==> config.mk <==
export PLATFORM = sky130hd
export DESIGN_NAME = fit_policy_block_allocator
export DESIGN_NICKNAME = d
export VERILOG_FILES = /design/src/design/fpba_pkg.sv /design/src/design/fit_policy_block_allocator.sv /design/src/design/fpba_table.sv
export SDC_FILE = /design/constraint.sdc
export NUM_CORES = 1
export LEC_CHECK = 0
export ABC_AREA = 1
export BUFFER_PORTS_ARGS = -buffer_cell sky130_fd_sc_hd__buf_2
export CAP_MARGIN = 40
export CORE_UTILIZATION = 37
export DETAILED_ROUTE_END_ITERATION = 8
export PLACE_DENSITY_LB_ADDON = 0.25
export SLEW_MARGIN = 5
export SYNTH_ARGS = -nofsm -noshare
export SYNTH_HDL_FRONTEND = slang
export SYNTH_SLANG_ARGS = --single-unit
==> constraint.sdc <==
create_clock -name clk -period 3.57 [get_ports clk]
set_input_delay 0.714 -clock clk [delete_from_list [all_inputs] [get_ports clk]]
set_output_delay 0.714 -clock clk [all_outputs]
set_load 0.005 [all_outputs]
==> src/design/fpba_pkg.sv <==
`timescale 1ns / 1ps
// ----------------------------------------------------------------------------
// fpba_pkg
// Shared codes for the fit-policy block allocator: commands, policies,
// result status codes, configuration register indexes, reset values and controller states.
// ----------------------------------------------------------------------------
package fpba_pkg;

    // Input command codes
    localparam logic CMD_LOAD    = 1'b0;
    localparam logic CMD_REQUEST = 1'b1;

    // Fit policies (the unused code behaves as first fit)
    localparam logic [1:0] POL_FIRST = 2'd0;
    localparam logic [1:0] POL_BEST  = 2'd1;
    localparam logic [1:0] POL_WORST = 2'd2;

    // Result status codes
    localparam logic [1:0] ST_LOAD_DONE = 2'd0;
    localparam logic [1:0] ST_ALLOCATED = 2'd1;
    localparam logic [1:0] ST_NO_FIT    = 2'd2;

    // Configuration register indexes
    localparam logic REG_FIT_POLICY    = 1'b0;
    localparam logic REG_ACTIVE_BLOCKS = 1'b1;

    // Reset values of the configuration registers
    localparam logic [1:0] FIT_POLICY_RST    = POL_FIRST;
    localparam logic [4:0] ACTIVE_BLOCKS_RST = 5'd16;

    // Controller states, one-hot
    typedef enum logic [3:0] {
        S_IDLE   = 4'b0001,
        S_SCAN   = 4'b0010,
        S_UPDATE = 4'b0100,
        S_DONE   = 4'b1000
    } ctrl_state_t;

endpackage

==> src/design/fit_policy_block_allocator.sv <==
`timescale 1ns / 1ps
// ----------------------------------------------------------------------------
// fit_policy_block_allocator
// Free-space table per memory block with first, best and worst fit search.
//
//   Channel | Signals                                  | Role
//   --------+------------------------------------------+-----------------------
//   in      | in_valid in_ready cmd block_index size_value | load or alloc request
//   out     | out_valid out_ready status block_number space_left | one result
//   cfg     | cfg_valid cfg_ready cfg_index cfg_data   | register write
//
// A load's result goes to the done state and then to the output register. An
// allocation request scans the active blocks through the table's single read
// port, one entry a cycle, then writes the chosen block back in the update
// state; when nothing fits it goes straight to the done state. The next
// request is taken once the result is in the output register. A result
// the receiver has not taken blocks the next one in the done state.
// Reset clears the table through per-entry valid bits, with no sweep.
// ----------------------------------------------------------------------------
module fit_policy_block_allocator
    import fpba_pkg::*;
#(
    parameter int NUM_BLOCKS = 16,
    parameter int SIZE_BITS  = 16
) (
    input  logic        clk,
    input  logic        rst_n,
    // request channel
    input  logic        in_valid,
    output logic        in_ready,
    input  logic        cmd,
    input  logic [3:0]  block_index,
    input  logic [15:0] size_value,
    // result channel
    output logic        out_valid,
    input  logic        out_ready,
    output logic [1:0]  status,
    output logic [3:0]  block_number,
    output logic [15:0] space_left,
    // configuration channel
    input  logic        cfg_valid,
    output logic        cfg_ready,
    input  logic        cfg_index,
    input  logic [4:0]  cfg_data
);

    localparam int IW  = (NUM_BLOCKS > 1) ? $clog2(NUM_BLOCKS) : 1;
    localparam int CW  = $clog2(NUM_BLOCKS + 1);
    localparam int LW  = (CW > 5) ? CW : 5;

    // Configuration registers
    logic [1:0]           fit_policy_reg;
    logic [4:0]           active_blocks_reg;

    // Controller state
    ctrl_state_t          state_reg, state_next;
    logic [SIZE_BITS-1:0] size_reg, size_next;
    logic [CW-1:0]        limit_reg, limit_next;
    logic [CW-1:0]        rd_cnt_reg, rd_cnt_next;
    logic                 rd_pend_reg, rd_pend_next;
    logic [IW-1:0]        rd_idx_reg, rd_idx_next;
    logic                 found_reg, found_next;
    logic [IW-1:0]        best_idx_reg, best_idx_next;
    logic [SIZE_BITS-1:0] best_val_reg, best_val_next;

    // Pending result and output register
    logic [1:0]           res_status_reg, res_status_next;
    logic [3:0]           res_block_reg, res_block_next;
    logic [15:0]          res_space_reg, res_space_next;
    logic                 out_valid_reg, out_valid_next;
    logic [1:0]           out_status_reg, out_status_next;
    logic [3:0]           out_block_reg, out_block_next;
    logic [15:0]          out_space_reg, out_space_next;

    // Table ports
    logic                 tbl_wr_en;
    logic [IW-1:0]        tbl_wr_addr;
    logic [SIZE_BITS-1:0] tbl_wr_data;
    logic                 tbl_rd_en;
    logic [IW-1:0]        tbl_rd_addr;
    logic [SIZE_BITS-1:0] tbl_rd_data;

    logic                 in_accept;
    logic                 load_in_range;
    logic [SIZE_BITS-1:0] in_size;
    logic [LW-1:0]        active_ext;
    logic                 cand_fits;
    logic                 cand_better;
    logic [SIZE_BITS-1:0] new_space;

    fpba_table #(
        .DEPTH (NUM_BLOCKS),
        .WIDTH (SIZE_BITS),
        .AW    (IW)
    ) u_table (
        .clk     (clk),
        .rst_n   (rst_n),
        .wr_en   (tbl_wr_en),
        .wr_addr (tbl_wr_addr),
        .wr_data (tbl_wr_data),
        .rd_en   (tbl_rd_en),
        .rd_addr (tbl_rd_addr),
        .rd_data (tbl_rd_data)
    );

    assign in_ready      = (state_reg == S_IDLE);
    assign in_accept     = in_valid && in_ready;
    assign cfg_ready     = 1'b1;
    assign in_size       = SIZE_BITS'(size_value);
    assign load_in_range = (int'(block_index) < NUM_BLOCKS);
    assign active_ext    = LW'(active_blocks_reg);
    assign new_space     = best_val_reg - size_reg;

    // Candidate compare on the entry read last cycle
    assign cand_fits = (tbl_rd_data >= size_reg);
    always_comb
    begin
        case (fit_policy_reg)
            POL_BEST:  cand_better = (tbl_rd_data < best_val_reg);
            POL_WORST: cand_better = (tbl_rd_data > best_val_reg);
            default:   cand_better = 1'b0;
        endcase
    end

    // Table access: loads and write-back share the write port
    always_comb
    begin
        tbl_wr_en   = 1'b0;
        tbl_wr_addr = best_idx_reg;
        tbl_wr_data = new_space;
        if (state_reg == S_UPDATE)
        begin
            tbl_wr_en = 1'b1;
        end
        else if (in_accept && (cmd == CMD_LOAD) && load_in_range)
        begin
            tbl_wr_en   = 1'b1;
            tbl_wr_addr = IW'(block_index);
            tbl_wr_data = in_size;
        end
        tbl_rd_en   = (state_reg == S_SCAN) && (rd_cnt_reg < limit_reg);
        tbl_rd_addr = rd_cnt_reg[IW-1:0];
    end

    // Controller
    always_comb
    begin
        state_next      = state_reg;
        size_next       = size_reg;
        limit_next      = limit_reg;
        rd_cnt_next     = rd_cnt_reg;
        rd_pend_next    = 1'b0;
        rd_idx_next     = rd_idx_reg;
        found_next      = found_reg;
        best_idx_next   = best_idx_reg;
        best_val_next   = best_val_reg;
        res_status_next = res_status_reg;
        res_block_next  = res_block_reg;
        res_space_next  = res_space_reg;
        out_valid_next  = out_valid_reg && !out_ready;
        out_status_next = out_status_reg;
        out_block_next  = out_block_reg;
        out_space_next  = out_space_reg;

        case (state_reg)
            S_IDLE:
            begin
                if (in_accept)
                begin
                    if (cmd == CMD_LOAD)
                    begin
                        res_status_next = ST_LOAD_DONE;
                        res_block_next  = block_index;
                        res_space_next  = load_in_range ? 16'(in_size) : 16'd0;
                        state_next      = S_DONE;
                    end
                    else
                    begin
                        size_next   = in_size;
                        limit_next  = (active_ext > LW'(NUM_BLOCKS)) ?
                                      CW'(NUM_BLOCKS) : CW'(active_ext);
                        rd_cnt_next = '0;
                        found_next  = 1'b0;
                        state_next  = S_SCAN;
                    end
                end
            end

            S_SCAN:
            begin
                // issue the next read
                if (tbl_rd_en)
                begin
                    rd_pend_next = 1'b1;
                    rd_idx_next  = rd_cnt_reg[IW-1:0];
                    rd_cnt_next  = rd_cnt_reg + 1'b1;
                end
                // judge the entry that just came back
                if (rd_pend_reg && cand_fits && (!found_reg || cand_better))
                begin
                    found_next    = 1'b1;
                    best_idx_next = rd_idx_reg;
                    best_val_next = tbl_rd_data;
                end
                // all reads issued and judged
                if ((rd_cnt_reg == limit_reg) && !rd_pend_reg)
                begin
                    if (found_reg)
                    begin
                        state_next = S_UPDATE;
                    end
                    else
                    begin
                        res_status_next = ST_NO_FIT;
                        res_block_next  = 4'd0;
                        res_space_next  = 16'd0;
                        state_next      = S_DONE;
                    end
                end
            end

            S_UPDATE:
            begin
                res_status_next = ST_ALLOCATED;
                res_block_next  = 4'(best_idx_reg);
                res_space_next  = 16'(new_space);
                state_next      = S_DONE;
            end

            S_DONE:
            begin
                if (!out_valid_reg || out_ready)
                begin
                    out_valid_next  = 1'b1;
                    out_status_next = res_status_reg;
                    out_block_next  = res_block_reg;
                    out_space_next  = res_space_reg;
                    state_next      = S_IDLE;
                end
            end

            default:
            begin
                state_next = S_IDLE;
            end
        endcase
    end

    // Control registers
    always_ff @(posedge clk or negedge rst_n)
    begin
        if (!rst_n)
        begin
            state_reg         <= S_IDLE;
            rd_pend_reg       <= 1'b0;
            out_valid_reg     <= 1'b0;
            fit_policy_reg    <= FIT_POLICY_RST;
            active_blocks_reg <= ACTIVE_BLOCKS_RST;
        end
        else
        begin
            state_reg     <= state_next;
            rd_pend_reg   <= rd_pend_next;
            out_valid_reg <= out_valid_next;
            if (cfg_valid && cfg_ready)
            begin
                case (cfg_index)
                    REG_FIT_POLICY:    fit_policy_reg    <= cfg_data[1:0];
                    REG_ACTIVE_BLOCKS: active_blocks_reg <= cfg_data;
                    default:           ;
                endcase
            end
        end
    end

    // Payload registers
    always_ff @(posedge clk)
    begin
        size_reg       <= size_next;
        limit_reg      <= limit_next;
        rd_cnt_reg     <= rd_cnt_next;
        rd_idx_reg     <= rd_idx_next;
        found_reg      <= found_next;
        best_idx_reg   <= best_idx_next;
        best_val_reg   <= best_val_next;
        res_status_reg <= res_status_next;
        res_block_reg  <= res_block_next;
        res_space_reg  <= res_space_next;
        out_status_reg <= out_status_next;
        out_block_reg  <= out_block_next;
        out_space_reg  <= out_space_next;
    end

    assign out_valid    = out_valid_reg;
    assign status       = out_status_reg;
    assign block_number = out_block_reg;
    assign space_left   = out_space_reg;

endmodule

==> src/design/fpba_table.sv <==
`timescale 1ns / 1ps
// ----------------------------------------------------------------------------
// fpba_table
// Free-space table: one write port and one read port with registered read
// data. Per-entry valid bits make entries that were never written read as 0.
// ----------------------------------------------------------------------------
module fpba_table #(
    parameter int DEPTH = 16,
    parameter int WIDTH = 16,
    parameter int AW    = 4
) (
    input  logic             clk,
    input  logic             rst_n,
    input  logic             wr_en,
    input  logic [AW-1:0]    wr_addr,
    input  logic [WIDTH-1:0] wr_data,
    input  logic             rd_en,
    input  logic [AW-1:0]    rd_addr,
    output logic [WIDTH-1:0] rd_data
);

    logic [WIDTH-1:0] space_mem [DEPTH];
    logic [DEPTH-1:0] valid_reg;
    logic [WIDTH-1:0] rd_word_reg;
    logic             rd_valid_reg;

    // Storage array and registered read word
    always_ff @(posedge clk)
    begin
        if (wr_en)
        begin
            space_mem[wr_addr] <= wr_data;
        end
        if (rd_en)
        begin
            rd_word_reg <= space_mem[rd_addr];
        end
    end

    // Written flags, cleared at reset so the table starts at zero
    always_ff @(posedge clk or negedge rst_n)
    begin
        if (!rst_n)
        begin
            valid_reg    <= '0;
            rd_valid_reg <= 1'b0;
        end
        else
        begin
            if (wr_en)
            begin
                valid_reg[wr_addr] <= 1'b1;
            end
            if (rd_en)
            begin
                rd_valid_reg <= valid_reg[rd_addr];
            end
        end
    end

    assign rd_data = rd_valid_reg ? rd_word_reg : '0;

endmodule

Word-level counts from Yosys, hierarchy flattened
Memories as Yosys holds them, arrays and structs flattened. A register that Yosys moved wholly into a read port is not among the register bits.
Cells that the tools add are included.

storage, ports and cells
  input bits = 32
  memory bits (writable) = 256
  register bits after elaboration = 125
  memories = 1
  word-level logic and storage cells = 122
  output and inout bits = 25

memory list
  memory             words  bits a word  read ports  clocked after Yosys merged registers in  write ports  line              source
  u_table.space_mem  16     16           1           1                                        1            fpba_table.sv:22  logic [WIDTH-1:0] space_mem [DEPTH];

operators by class
  bitwise logic cells = 3
  muxes and demuxes = 47
  eq/ne operators = 15
  $add $sub $neg = 2
  magnitude comparators = 8
  reduce and logical (&&, ||, !) cells = 26

operators with widths
  cell                   count
  $mux W16               7
  $pmux W16 S3           1
  $mux W4                11
  $ge A16 B16 Y1         1
  $gt A16 B16 Y1         1
  $lt A16 B16 Y1         1
  $or A16 B16 Y16        1
  $pmux W4 S4            1
  $sub A16 B16 Y16       1
  $mux W5                3
  $mux W1                13
  $pmux W4 S3            1
  $lt A4 B5 Y1 const B   2
  $pmux W5 S2            1
  $reduce_and A2 Y1      5
  $logic_and A1 B1 Y1    8
  $mux W2                4
  $ne A2 B1 Y1 const B   4
  $ne A2 B2 Y1 const B   4
  $reduce_and A4 Y1      2
  $pmux W2 S3            1
  $reduce_and A3 Y1      2
  $add A5 B1 Y5 const B  1
  $eq A5 B5 Y1           1
  other kinds (18)       24

Logic depth before layout (Yosys ltp)
Gate-level depths: netlist of run 1.

  depth after elaboration = 10
  depth in mapped cells = 18
  gate-level depth less buffers = 16

Cells and area by module
Synthesis of run 1 repeated with hierarchy kept, for this count alone.

unflattened totals
  cells, all modules = 1,468
  area total of the unflattened synthesis = 17,350.4 um2

modules (own cells, without submodules)
  module                      instances  cells each  sequential area each (um2)  area each (um2)
  fpba_table                  1          895         8,593.2                     11,508.5
  fit_policy_block_allocator  1          573         3,180.6                     5,841.9

Worst setup path before layout of run 1
Ideal clock, no wire load.

  path kind = register to register
  from = reg rd_cnt_reg[0]
  to = reg res_block_reg[0] (enable)
  path slack = 0.187 ns
  setup time = 0.401 ns
  required time = 3.169 ns
  arrival time = 2.982 ns
  clock period less this slack = 3.383 ns
  path buffers = 3
  cell stages (with the launch flop) = 12
  cells stage by stage = edfxtp_1 -> clkbuf_1 -> clkinv_1 -> buf_2 -> buf_1 -> ha_1 -> inv_1 -> o41ai_1 -> nand2_1 -> inv_1 -> nand2_1 -> nor2_1

between the ends
  cells in the longest elaborated chain, start to end = 4

ends and longest elaborated chain
  what                                line                               source
  start: declaration                  fit_policy_block_allocator.sv:59   logic [CW-1:0] rd_cnt_reg, rd_cnt_next;
  start signal: assignment            fit_policy_block_allocator.sv:281  rd_cnt_reg <= rd_cnt_next;
  $eq A5 B5 Y1                        fit_policy_block_allocator.sv:206  if ((rd_cnt_reg == limit_reg) && !rd_pend_reg)
  $logic_and A1 B1 Y1                 fit_policy_block_allocator.sv:206
  $ne A2 B1 Y1 (no source line)       n/a
  $reduce_and A5 Y1 (no source line)  n/a
  end signal: assignment              fit_policy_block_allocator.sv:287  res_block_reg <= res_block_next;
  end: declaration                    fit_policy_block_allocator.sv:68   logic [3:0] res_block_reg, res_block_next;

No other way between the ends.
A chain may end at the register's enable or synchronous reset.

Worst setup path in the final report of run 1
  from = reg u_table.rd_valid_reg
  to = reg best_val_reg[13] (enable)

between the ends
  cells in the longest elaborated chain, start to end = 6
  elaborated cells on any way between the ends = 9
  those cells by class = order compare (3); mux (2); reduce/logical (4)

ends and longest elaborated chain
  what                                                     line                                                                  source
  start: declaration                                       fpba_table.sv:25                                                      logic rd_valid_reg;
  start signal: assignment                                 fpba_table.sv:56                                                      rd_valid_reg <= valid_reg[rd_addr];
  $mux W16 (*)                                             fpba_table.sv:61                                                      assign rd_data = rd_valid_reg ? rd_word_reg : '0;
  via tbl_rd_data[13]                                      fit_policy_block_allocator.sv:81                                      logic [SIZE_BITS-1:0] tbl_rd_data;
  $gt A16 B16 Y1 / $lt A16 B16 Y1 (equally long branches)  fit_policy_block_allocator.sv:120, fit_policy_block_allocator.sv:119
  $pmux W1 S2                                              fit_policy_block_allocator.sv:118                                     case (fit_policy_reg)
  $logic_or A1 B1 Y1                                       fit_policy_block_allocator.sv:199                                     if (rd_pend_reg && cand_fits && (!found_reg || cand_better))
  $logic_and A1 B1 Y1 (*)                                  fit_policy_block_allocator.sv:199
  $reduce_and A2 Y1 (no source line) (*)                   n/a
  end signal: assignment                                   fit_policy_block_allocator.sv:285                                     best_val_reg <= best_val_next;
  end: declaration                                         fit_policy_block_allocator.sv:64                                      logic [SIZE_BITS-1:0] best_val_reg, best_val_next;

The timed path passes the listed nets; every way through them passes the cells marked *.

==> impl_metrics.env, run 1 <==
export IMPL_final_hold_violation_count=0
export IMPL_async_flop_share=0.07557
export IMPL_largest_reg_flops=256
export IMPL_synth_xor_area_frac=0.005117
export IMPL_chipHeight_um=217.1
export IMPL_wl_um=43580
export IMPL_postCtsSetupRepairBufs=0
export IMPL_syn_area_per_cell_um2=11.95
export IMPL_synth_top_family_by_area="simple AND/OR/NAND/NOR gates"
export IMPL_insertion_delay_ns=0.58
export IMPL_syn_area_um2=17120
export IMPL_yosys_register_bits=397
export IMPL_p_leak_nw=7.414
export IMPL_grt_remaining_overflow=0
export IMPL_relSlewSlack=0.3857
export IMPL_worstSetupPathType="reg -> reg"
export IMPL_crit_arrival_ns=3.33
export IMPL_path_clk_slew_ns=0.06
export IMPL_skew_ns=0.01539
export IMPL_dpl_cell_area_um2=18360
export IMPL_drt_initial_drc_count=778
export IMPL_root_buffer="clkbuf_16"
export IMPL_track_usage=0.1884
export IMPL_vias_per_cell=5.174
export IMPL_maxCapViolations=0
export IMPL_first_global_vias=10910
export IMPL_dieArea_um2=47120
export IMPL_drc_errors=0
export IMPL_place_gp_congestion=0.8770
export IMPL_synth_adder_area_share=0.03918
export IMPL_fin_crit_ns=3.052
export IMPL_drt_pass1_iter_count=6
export IMPL_drive_above_1_share=0.1378
export IMPL_hold_path_class="in -> async"
export IMPL_holdWs_ns=0.1929
export IMPL_grt_pass1_wl_um=66190
export IMPL_final_core_util=0.4324
export IMPL_synth_fp_nets=1517
export IMPL_cts_htree_levels=2
export IMPL_critPathMaxFanout=19
export IMPL_clkSinkCount=397
export IMPL_r2r_end="best_val_reg[13]"
export IMPL_synth_distinct_cells=48
export IMPL_status="finished clean"
export IMPL_core_area_um2=45480
export IMPL_ys_seq_area_frac=0.6879
export IMPL_synth_flop_cell="edfxtp_1"
export IMPL_ios=57
export IMPL_crit_required_ns=3.85
export IMPL_regMostFlops="u_table.space_mem"
export IMPL_ant_nets=0
export IMPL_rows=78
export IMPL_rrSetupSlack_ns=0.52
export IMPL_fmax_mhz=327.7
export IMPL_numCtsBuffers=41
export IMPL_critical_path_endpoint_type="flop"
export IMPL_wire_per_inst_um=20.24
export IMPL_r2r_start="u_table.rd_valid_reg"
export IMPL_vias=11140
export IMPL_nets=1606
export IMPL_worst_pin_slew_ns=0.9215
export IMPL_area_growth_pct=14.89
export IMPL_setup_violations_final=0
export IMPL_setup_tns_final_ns=0
export IMPL_reg2regPathDepth=15
export IMPL_synth_mux_area_frac=0
export IMPL_synth_compound_area_frac=0.1112
export IMPL_cts_resized=0
export IMPL_synth_cells=1432
export IMPL_cts_tree="yes"
export IMPL_n_antenna_cell=0
export IMPL_grt_max_degree=145
export IMPL_report_final_slew_viol_count=0
export IMPL_dp_hpwl_um=27250
export IMPL_grt_antenna_before_repair=0
export IMPL_irDropWorstVdd_mv=0.4059
export IMPL_final_cell_area_um2=19660
export IMPL_ctsHoldBuffers=0
export IMPL_port_buffers=55
export IMPL_synth_edf_count=367
export IMPL_clockBufferDepth=3
export IMPL_initial_utilization=0.3763
export IMPL_cp_start_kind="flop"
export IMPL_yosys_warnings=0
export IMPL_nFillCells=4219
export IMPL_die_w_um=217.1
export IMPL_synthSimpleGateAreaFrac=0.1121
export IMPL_period_share=0.8548
export IMPL_p_per_area_nw_per_um2=686.1
export IMPL_rsz0062_at_grt="false"
final cells by class:
cell class                 instances  area, µm²  area share
timing repair buffer             106      703.2     0.03576
multi-input combinational        839       4619      0.2349
tap                              600      750.7     0.03818
clock inverter                    23      205.2     0.01044
sequential                       397      11770      0.5988
clock buffer                      52       1097     0.05580
inverter                         136      514.2     0.02615
critical path, cell delays in order, from the launching register on:
cell and delay [ns]:
dfrtp_1 0.73, nand2_1 0.10, inv_1 0.12, ha_1 0.25
nand2_1 0.07, inv_1 0.03, o21ai_0 0.14, nand2_1 0.08
nor2_1 0.26, nand2_1 0.10, nand2_1 0.06, nand3_1 0.06
nand2_1 0.06, nand2_1 0.06, nor2_1 0.39, buf_12 0.23
worst max-delay path by stage:
stage,start,endpoint,slack [ns],depth (start not counted)
6_report,u_table.rd_valid_reg,best_val_reg[13],0.52,15
5_1_grt,u_table.rd_valid_reg,best_val_reg[8],0.22,15
4_1_cts,u_table.rd_valid_reg,best_val_reg[1],0.52,15
3_5_place_dp,u_table.rd_valid_reg,best_val_reg[14],0.53,15
3_3_place_gp,u_table.rd_valid_reg,best_val_reg[12],0.49,15
2_1_floorplan,rd_cnt_reg[0],res_block_reg[0],0.19,11
logic make-up (layout without fill, tap and decap cells):
group / count (synthesis) / after routing
and+or+nand+nor: 446 / 446
DFF: 397 / 397
AOI/OAI and AO/OA: 329 / 329
buffers and inverters: 196 / 317
adders and majority gates: 53 / 53
xor gates and xnor gates: 10 / 10
other: 1 / 1
cells in the mapped netlist, drive strengths merged (4+ instances only):
library cell / instances / area (µm²)
edfxtp: 367 / 11020
nor3: 5 / 35.03
o211ai: 10 / 75.07
nand2: 174 / 678.1
o221ai: 24 / 210.2
o22ai: 40 / 250.2
xor2: 5 / 43.79
dfrtp: 28 / 700.7
ha: 52 / 650.6
clkinv: 4 / 15.01
xnor2: 5 / 43.79
buf: 12 / 63.81
nand3: 62 / 325.3
o21a: 4 / 30.03
o21ai: 197 / 1031
a21oi: 41 / 205.2
inv: 132 / 498.0
clkbuf: 48 / 180.2
or2: 13 / 81.33
nand4: 9 / 56.30
nor2: 181 / 728.2
metrics by stage:
step / worst slack, ns / instances / total power, W
6_report: 0.5184 / 2153 / 0.01349
2_1_floorplan: 0.1872 / 1432 / 0.008115
3_3_place_gp: 0.4854 / 2076 / 0.009337
5_1_grt: 0.2174 / 2153 / 0.01416
4_1_cts: 0.5154 / 2153 / 0.01360
3_5_place_dp: 0.5294 / 2078 / 0.009397
cells in the final DEF, fill, tap and decap left out, types with 8 or more instances in the layout:
master     instances
edfxtp_1         367
o21ai_0          181
nand2_1          168
nor2_1           160
inv_1            125
nand3_1           59
buf_2             55
ha_1              52
buf_4             47
clkbuf_16         41
a21oi_1           40
o22ai_1           40
dfrtp_1           28
o221ai_1          24
nor2_2            18
clkinv_1          15
o21ai_1           11
o211ai_1          10
nand4_1            9
or2_1              8
clkbuf_1           8
per-layer routing:
layer | vias to the layer above | routed length [µm] | GRT usage | share of wire
met3 | 81 | 2118 | 0.03424 | 0.049
met2 | 279 | 20820 | 0.3098 | 0.48
met4 | 0 | 1291 | 0.06502 | 0.030
met5 | - | 0 | 0 | 0
li1 | 5297 | - | - | -
met1 | 5483 | 19350 | 0.2501 | 0.44
where the power goes:
group	internal [W]	switching [W]	total, W
Combinational	0.000944	0.00236	0.00330
Clock	0.00240	0.00180	0.00420
Sequential	0.00583	0.000158	0.00599
Total	0.00918	0.00431	0.0135
(Power assumes the default switching activity.)
==> run 2: changes to the inputs <==
clock period = 3.7 ns   (was 3.57 ns; I/O delays follow)
==> impl_metrics.env, run 2 (synthesis gave the netlist of run 1 again) <==
export IMPL_setup_tns_final_ns=0
export IMPL_p_leak_nw=7.427
export IMPL_drive_above_1_share=0.1375
export IMPL_cp_start_kind="flop"
export IMPL_chipHeight_um=217.1
export IMPL_rrSetupSlack_ns=0.75
export IMPL_final_hold_violation_count=0
export IMPL_skew_ns=0.01320
export IMPL_nFillCells=4257
export IMPL_clockBufferDepth=3
export IMPL_rsz0062_at_grt="false"
export IMPL_maxCapViolations=0
export IMPL_place_gp_congestion=0.8797
export IMPL_worst_pin_slew_ns=0.8569
export IMPL_postCtsSetupRepairBufs=0
export IMPL_r2r_start="size_reg[0]"
export IMPL_grt_antenna_before_repair=0
export IMPL_dieArea_um2=47120
export IMPL_vias=11160
export IMPL_cts_htree_levels=2
export IMPL_seqCellArea_um2=11770
export IMPL_core_area_um2=45480
export IMPL_cts_tree="yes"
export IMPL_fin_crit_ns=2.947
export IMPL_critical_path_endpoint_type="flop"
export IMPL_ant_nets=0
export IMPL_setup_worst_path_start="size_reg[0]"
export IMPL_cts_resized=0
export IMPL_root_buffer="clkbuf_16"
export IMPL_vias_per_cell=5.177
export IMPL_drt_pass1_iter_count=5
export IMPL_largest_reg_flops=256
export IMPL_p_per_area_nw_per_um2=666.0
export IMPL_regMostFlops="u_table.space_mem"
export IMPL_track_usage=0.1866
export IMPL_holdWs_ns=0.2341
export IMPL_period_share=0.7965
export IMPL_crit_arrival_ns=3.07
export IMPL_grt_pass1_wl_um=65790
export IMPL_setup_violations_final=0
export IMPL_initial_utilization=0.3763
export IMPL_wl_um=43560
export IMPL_ios=57
export IMPL_fmax_mhz=339.3
export IMPL_port_buffers=55
export IMPL_numCtsBuffers=43
export IMPL_status="finished clean"
export IMPL_pre_cts_slack_ns=0.8205
export IMPL_relSlewSlack=0.4288
export IMPL_worstSetupPathType="reg -> reg"
export IMPL_drt_initial_drc_count=895
export IMPL_clkSinkCount=397
export IMPL_insertion_delay_ns=0.57
export IMPL_reg2regPathDepth=10
export IMPL_crit_required_ns=3.82
export IMPL_multi_input_area_um2=4623
export IMPL_critPathMaxFanout=16
export IMPL_area_growth_pct=15.04
export IMPL_final_common_cell="edfxtp_1"
export IMPL_irDropWorstVdd_mv=0.3707
export IMPL_first_global_vias=10840
export IMPL_die_w_um=217.1
export IMPL_grt_max_degree=145
export IMPL_finalWorstSetupSlack_ns=0.7528
export IMPL_r2r_end="u_table.space_mem[7][10]"
export IMPL_hold_path_class="in -> async"
export IMPL_wire_per_inst_um=20.20
export IMPL_nets=1608
export IMPL_grt_remaining_overflow=0
export IMPL_layout_common_cells="edfxtp_1, o21ai_0, nand2_1"
export IMPL_drc_errors=0
export IMPL_n_antenna_cell=0
export IMPL_report_final_slew_viol_count=0
export IMPL_dp_hpwl_um=27550
export IMPL_rows=78
export IMPL_endpoint="u_table.space_mem[7][10]"
export IMPL_path_clk_slew_ns=0.06
export IMPL_ctsHoldBuffers=0
## run 2: power by group
group | total (W) | leakage, nW | internal [W] | switching (W)
registers | 0.00578 | 3.66 | 0.00563 | 0.000155
logic | 0.00320 | 3.12 | 0.000909 | 0.00229
clock network | 0.00414 | 0.651 | 0.00242 | 0.00171
## run 2: worst max-delay path, stage by stage, from the launching register on
cell and delay (ns):
edfxtp_1 0.40, ha_1 0.25, fa_1 0.42, o21ai_0 0.44
a21oi_1 0.18, nor2_1 0.14, nor2_1 0.05, inv_1 0.06
nand2_1 0.06, nand3_1 0.08, nand2_1 0.42
## run 2: worst min-delay path by stage
stage / start / endpoint
floorplan: rd_idx_reg[0] / best_idx_reg[0]
CTS: rst_n / u_table.valid_reg[8]
global placement: rd_idx_reg[2] / best_idx_reg[2]
finish: rst_n / active_blocks_reg[1]
global route: rst_n / u_table.valid_reg[8]
detailed placement: res_block_reg[1] / block_number[1]
## run 2: through the flow
step	instances	util	instance area [µm²]	power [W]
2_1_floorplan	1432	-	17120	0.007829
3_3_place_gp	2074	0.4024	18300	0.009013
3_5_place_dp	2078	0.4035	18350	0.009089
4_1_cts	2156	0.4329	19690	0.01323
5_1_grt	2156	0.4329	19690	0.01373
6_report	2156	0.4329	19690	0.01311
## run 2: layout make-up
class,count,area share
clock buffer,55,0.05694
clock inverter,23,0.01099
inverter,136,0.02612
multi-input combinational,839,0.2348
sequential,397,0.5980
tap,600,0.03813
timing repair buffer,106,0.03502
## run 2: per-layer routing
layer	vias up	part of all wire	wire length (µm)	track usage
met2	280	0.48	20880	0.3093
met5	-	0	0	0
li1	5294	-	-	-
met1	5527	0.45	19620	0.2539
met3	60	0.048	2073	0.02432
met4	0	0.023	986	0.05962
==> run 3: changes to the inputs <==
ABC_AREA = 0   (was 1)
clock period = 3.1 ns   (was 3.7 ns; I/O delays follow)
==> impl_metrics.env, run 3 <==
export IMPL_vias=8459
export IMPL_wl_um=34810
export IMPL_die_w_um=213.9
export IMPL_p_per_area_nw_per_um2=760.5
export IMPL_ctsHoldBuffers=0
export IMPL_cts_tree="yes"
export IMPL_worstSetupPathType="reg -> reg"
export IMPL_synth_most_common_cell="edfxtp_1"
export IMPL_worst_pin_slew_ns=0.9028
export IMPL_irDropWorstVdd_mv=0.3832
export IMPL_drt_pass1_iter_count=5
export IMPL_grt_remaining_overflow=0
export IMPL_dpl_cell_area_um2=18020
export IMPL_ant_nets=0
export IMPL_ys_top_cells_by_area="edfxtp_1, mux4_2, dfrtp_1"
export IMPL_fmax_mhz=347.1
export IMPL_n_antenna_cell=0
export IMPL_relSlewSlack=0.3981
export IMPL_grt_max_degree=72
export IMPL_cts_htree_levels=2
export IMPL_vias_per_cell=5.071
export IMPL_syn_area_um2=16610
export IMPL_grt_antenna_before_repair=0
export IMPL_final_cell_area_um2=19380
export IMPL_final_common_cell="edfxtp_1"
export IMPL_report_final_slew_viol_count=0
export IMPL_setup_violations_final=0
export IMPL_reg2regPathDepth=10
export IMPL_p_leak_nw=6.918
export IMPL_status="finished clean"
export IMPL_area_growth_pct=16.70
export IMPL_yosysTopAreaCell="edfxtp_1"
export IMPL_nets=1128
export IMPL_crit_arrival_ns=3.14
export IMPL_dieArea_um2=45740
export IMPL_yosys_register_bits=397
export IMPL_core_area_um2=44220
export IMPL_synth_distinct_cells=61
export IMPL_clockBufferDepth=3
export IMPL_r2r_start="u_table.rd_valid_reg"
export IMPL_postCtsSetupRepairBufs=0
export IMPL_final_hold_violation_count=0
export IMPL_place_gp_congestion=0.8259
export IMPL_synth_flop_cell="edfxtp_1"
export IMPL_yosys_warnings=0
export IMPL_synth_fp_nets=1012
export IMPL_synth_top_cell_area_share=0.6636
export IMPL_period_share=0.9293
export IMPL_chipHeight_um=213.9
export IMPL_rows=77
export IMPL_critPathMaxFanout=20
export IMPL_wire_per_inst_um=20.87
export IMPL_ios=57
export IMPL_initial_utilization=0.3756
export IMPL_synth_cells=927
export IMPL_track_usage=0.1583
export IMPL_drive_above_1_share=0.2714
export IMPL_largest_reg_flops=256
export IMPL_async_flop_share=0.07557
export IMPL_synth_edf_count=367
export IMPL_layout_common_cells="edfxtp_1, mux4_2, buf_2"
export IMPL_synthTopCellsByCount="edfxtp_1, mux4_2, ha_1, inv_1, nand2_1"
export IMPL_maxCapViolations=0
export IMPL_insertion_delay_ns=0.56
export IMPL_first_global_vias=8799
export IMPL_rrSetupSlack_ns=0.22
export IMPL_regMostFlops="u_table.space_mem"
export IMPL_root_buffer="clkbuf_16"
export IMPL_r2r_end="best_idx_reg[2]"
export IMPL_cts_resized=0
export IMPL_critical_path_endpoint_type="flop"
export IMPL_grt_pass1_wl_um=53340
export IMPL_skew_ns=0.01689
export IMPL_dp_hpwl_um=23190
export IMPL_syn_area_per_cell_um2=17.92
export IMPL_fin_crit_ns=2.881
export IMPL_port_buffers=55
export IMPL_hold_path_class="in -> async"
export IMPL_cp_start_kind="flop"
export IMPL_path_clk_slew_ns=0.06
export IMPL_numCtsBuffers=42
export IMPL_setup_tns_final_ns=0
export IMPL_rsz0062_at_grt="false"
export IMPL_crit_required_ns=3.36
export IMPL_clkSinkCount=397
export IMPL_drt_initial_drc_count=530
export IMPL_drc_errors=0
export IMPL_ys_seq_area_frac=0.7089
-- run 3: cell families (layout without fill, tap and decap cells) --
kind of cell,count (synthesis),in the layout,share of synthesized area
other,1,1,0.0002258
multiplexers,98,98,0.1240
AO/OA/AOI/OAI,106,106,0.04400
buffers and inverters,86,235,0.02200
adder cells (fa/ha/maj),54,54,0.04098
flip-flops,397,397,0.7089
AND/OR/NAND/NOR,168,168,0.05093
XOR/XNOR,17,17,0.008965
-- run 3: worst max-delay path by stage --
stage	start	end	slack (ns)	cells after the start
floorplan	u_table.rd_valid_reg	best_idx_reg[0]	0.08	10
global placement	u_table.rd_valid_reg	best_idx_reg[3]	0.07	10
detailed placement	u_table.rd_valid_reg	best_idx_reg[2]	0.11	10
CTS	u_table.rd_valid_reg	best_idx_reg[2]	0.09	10
global route	u_table.rd_valid_reg	best_idx_reg[0]	0.02	10
finish	u_table.rd_valid_reg	best_idx_reg[2]	0.22	10
-- run 3: final cells by class --
class | count | area (µm²)
clock buffer | 48 | 1074
clock inverter | 29 | 290.3
fill | 3829 | 24840
inverter | 53 | 198.9
multi-input combinational | 444 | 4528
sequential | 397 | 11780
tap | 592 | 740.7
timing repair buffer | 105 | 775.7
-- run 3: stage by stage --
| stage | util | cells | worst slack (ns) | total power [W] | hold slack [ns] |
|---|---|---|---|---|---|
| 6_report | 0.4383 | 1668 | 0.2191 | 0.01474 | 0.1371 |
| 3_5_place_dp | 0.4074 | 1591 | 0.1110 | 0.009951 | 0.4045 |
| 5_1_grt | 0.4383 | 1668 | 0.01984 | 0.01538 | 0.1849 |
| 4_1_cts | 0.4382 | 1668 | 0.09363 | 0.01494 | 0.1410 |
| 2_1_floorplan | - | 927 | 0.08152 | 0.008930 | 0.3244 |
| 3_3_place_gp | 0.4072 | 1590 | 0.07137 | 0.009879 | 0.4009 |
-- run 3: worst max-delay path, stage by stage, from the launching register on --
cell and delay (ns):
dfrtp_2 0.48, and2_1 0.18, ha_1 0.31, a21o_1 0.16, a2111oi_1 0.43, nor3_1 0.10, a211oi_1 0.23, o41ai_1 0.13
mux2i_1 0.16, a21oi_2 0.21, buf_12 0.18
-- run 3: routing by layer --
layer	GRT usage	wire length, µm
met1	0.2081	15390
met2	0.2689	17170
met3	0.02680	1500
met4	0.04729	746
met5	0	0
-- run 3: where the power goes --
part	leakage, nW	switching [W]	internal, W	total, W
sequential	3.69	0.000161	0.00671	0.00688
combinational	2.55	0.00166	0.00126	0.00292
clock	0.674	0.00209	0.00286	0.00495
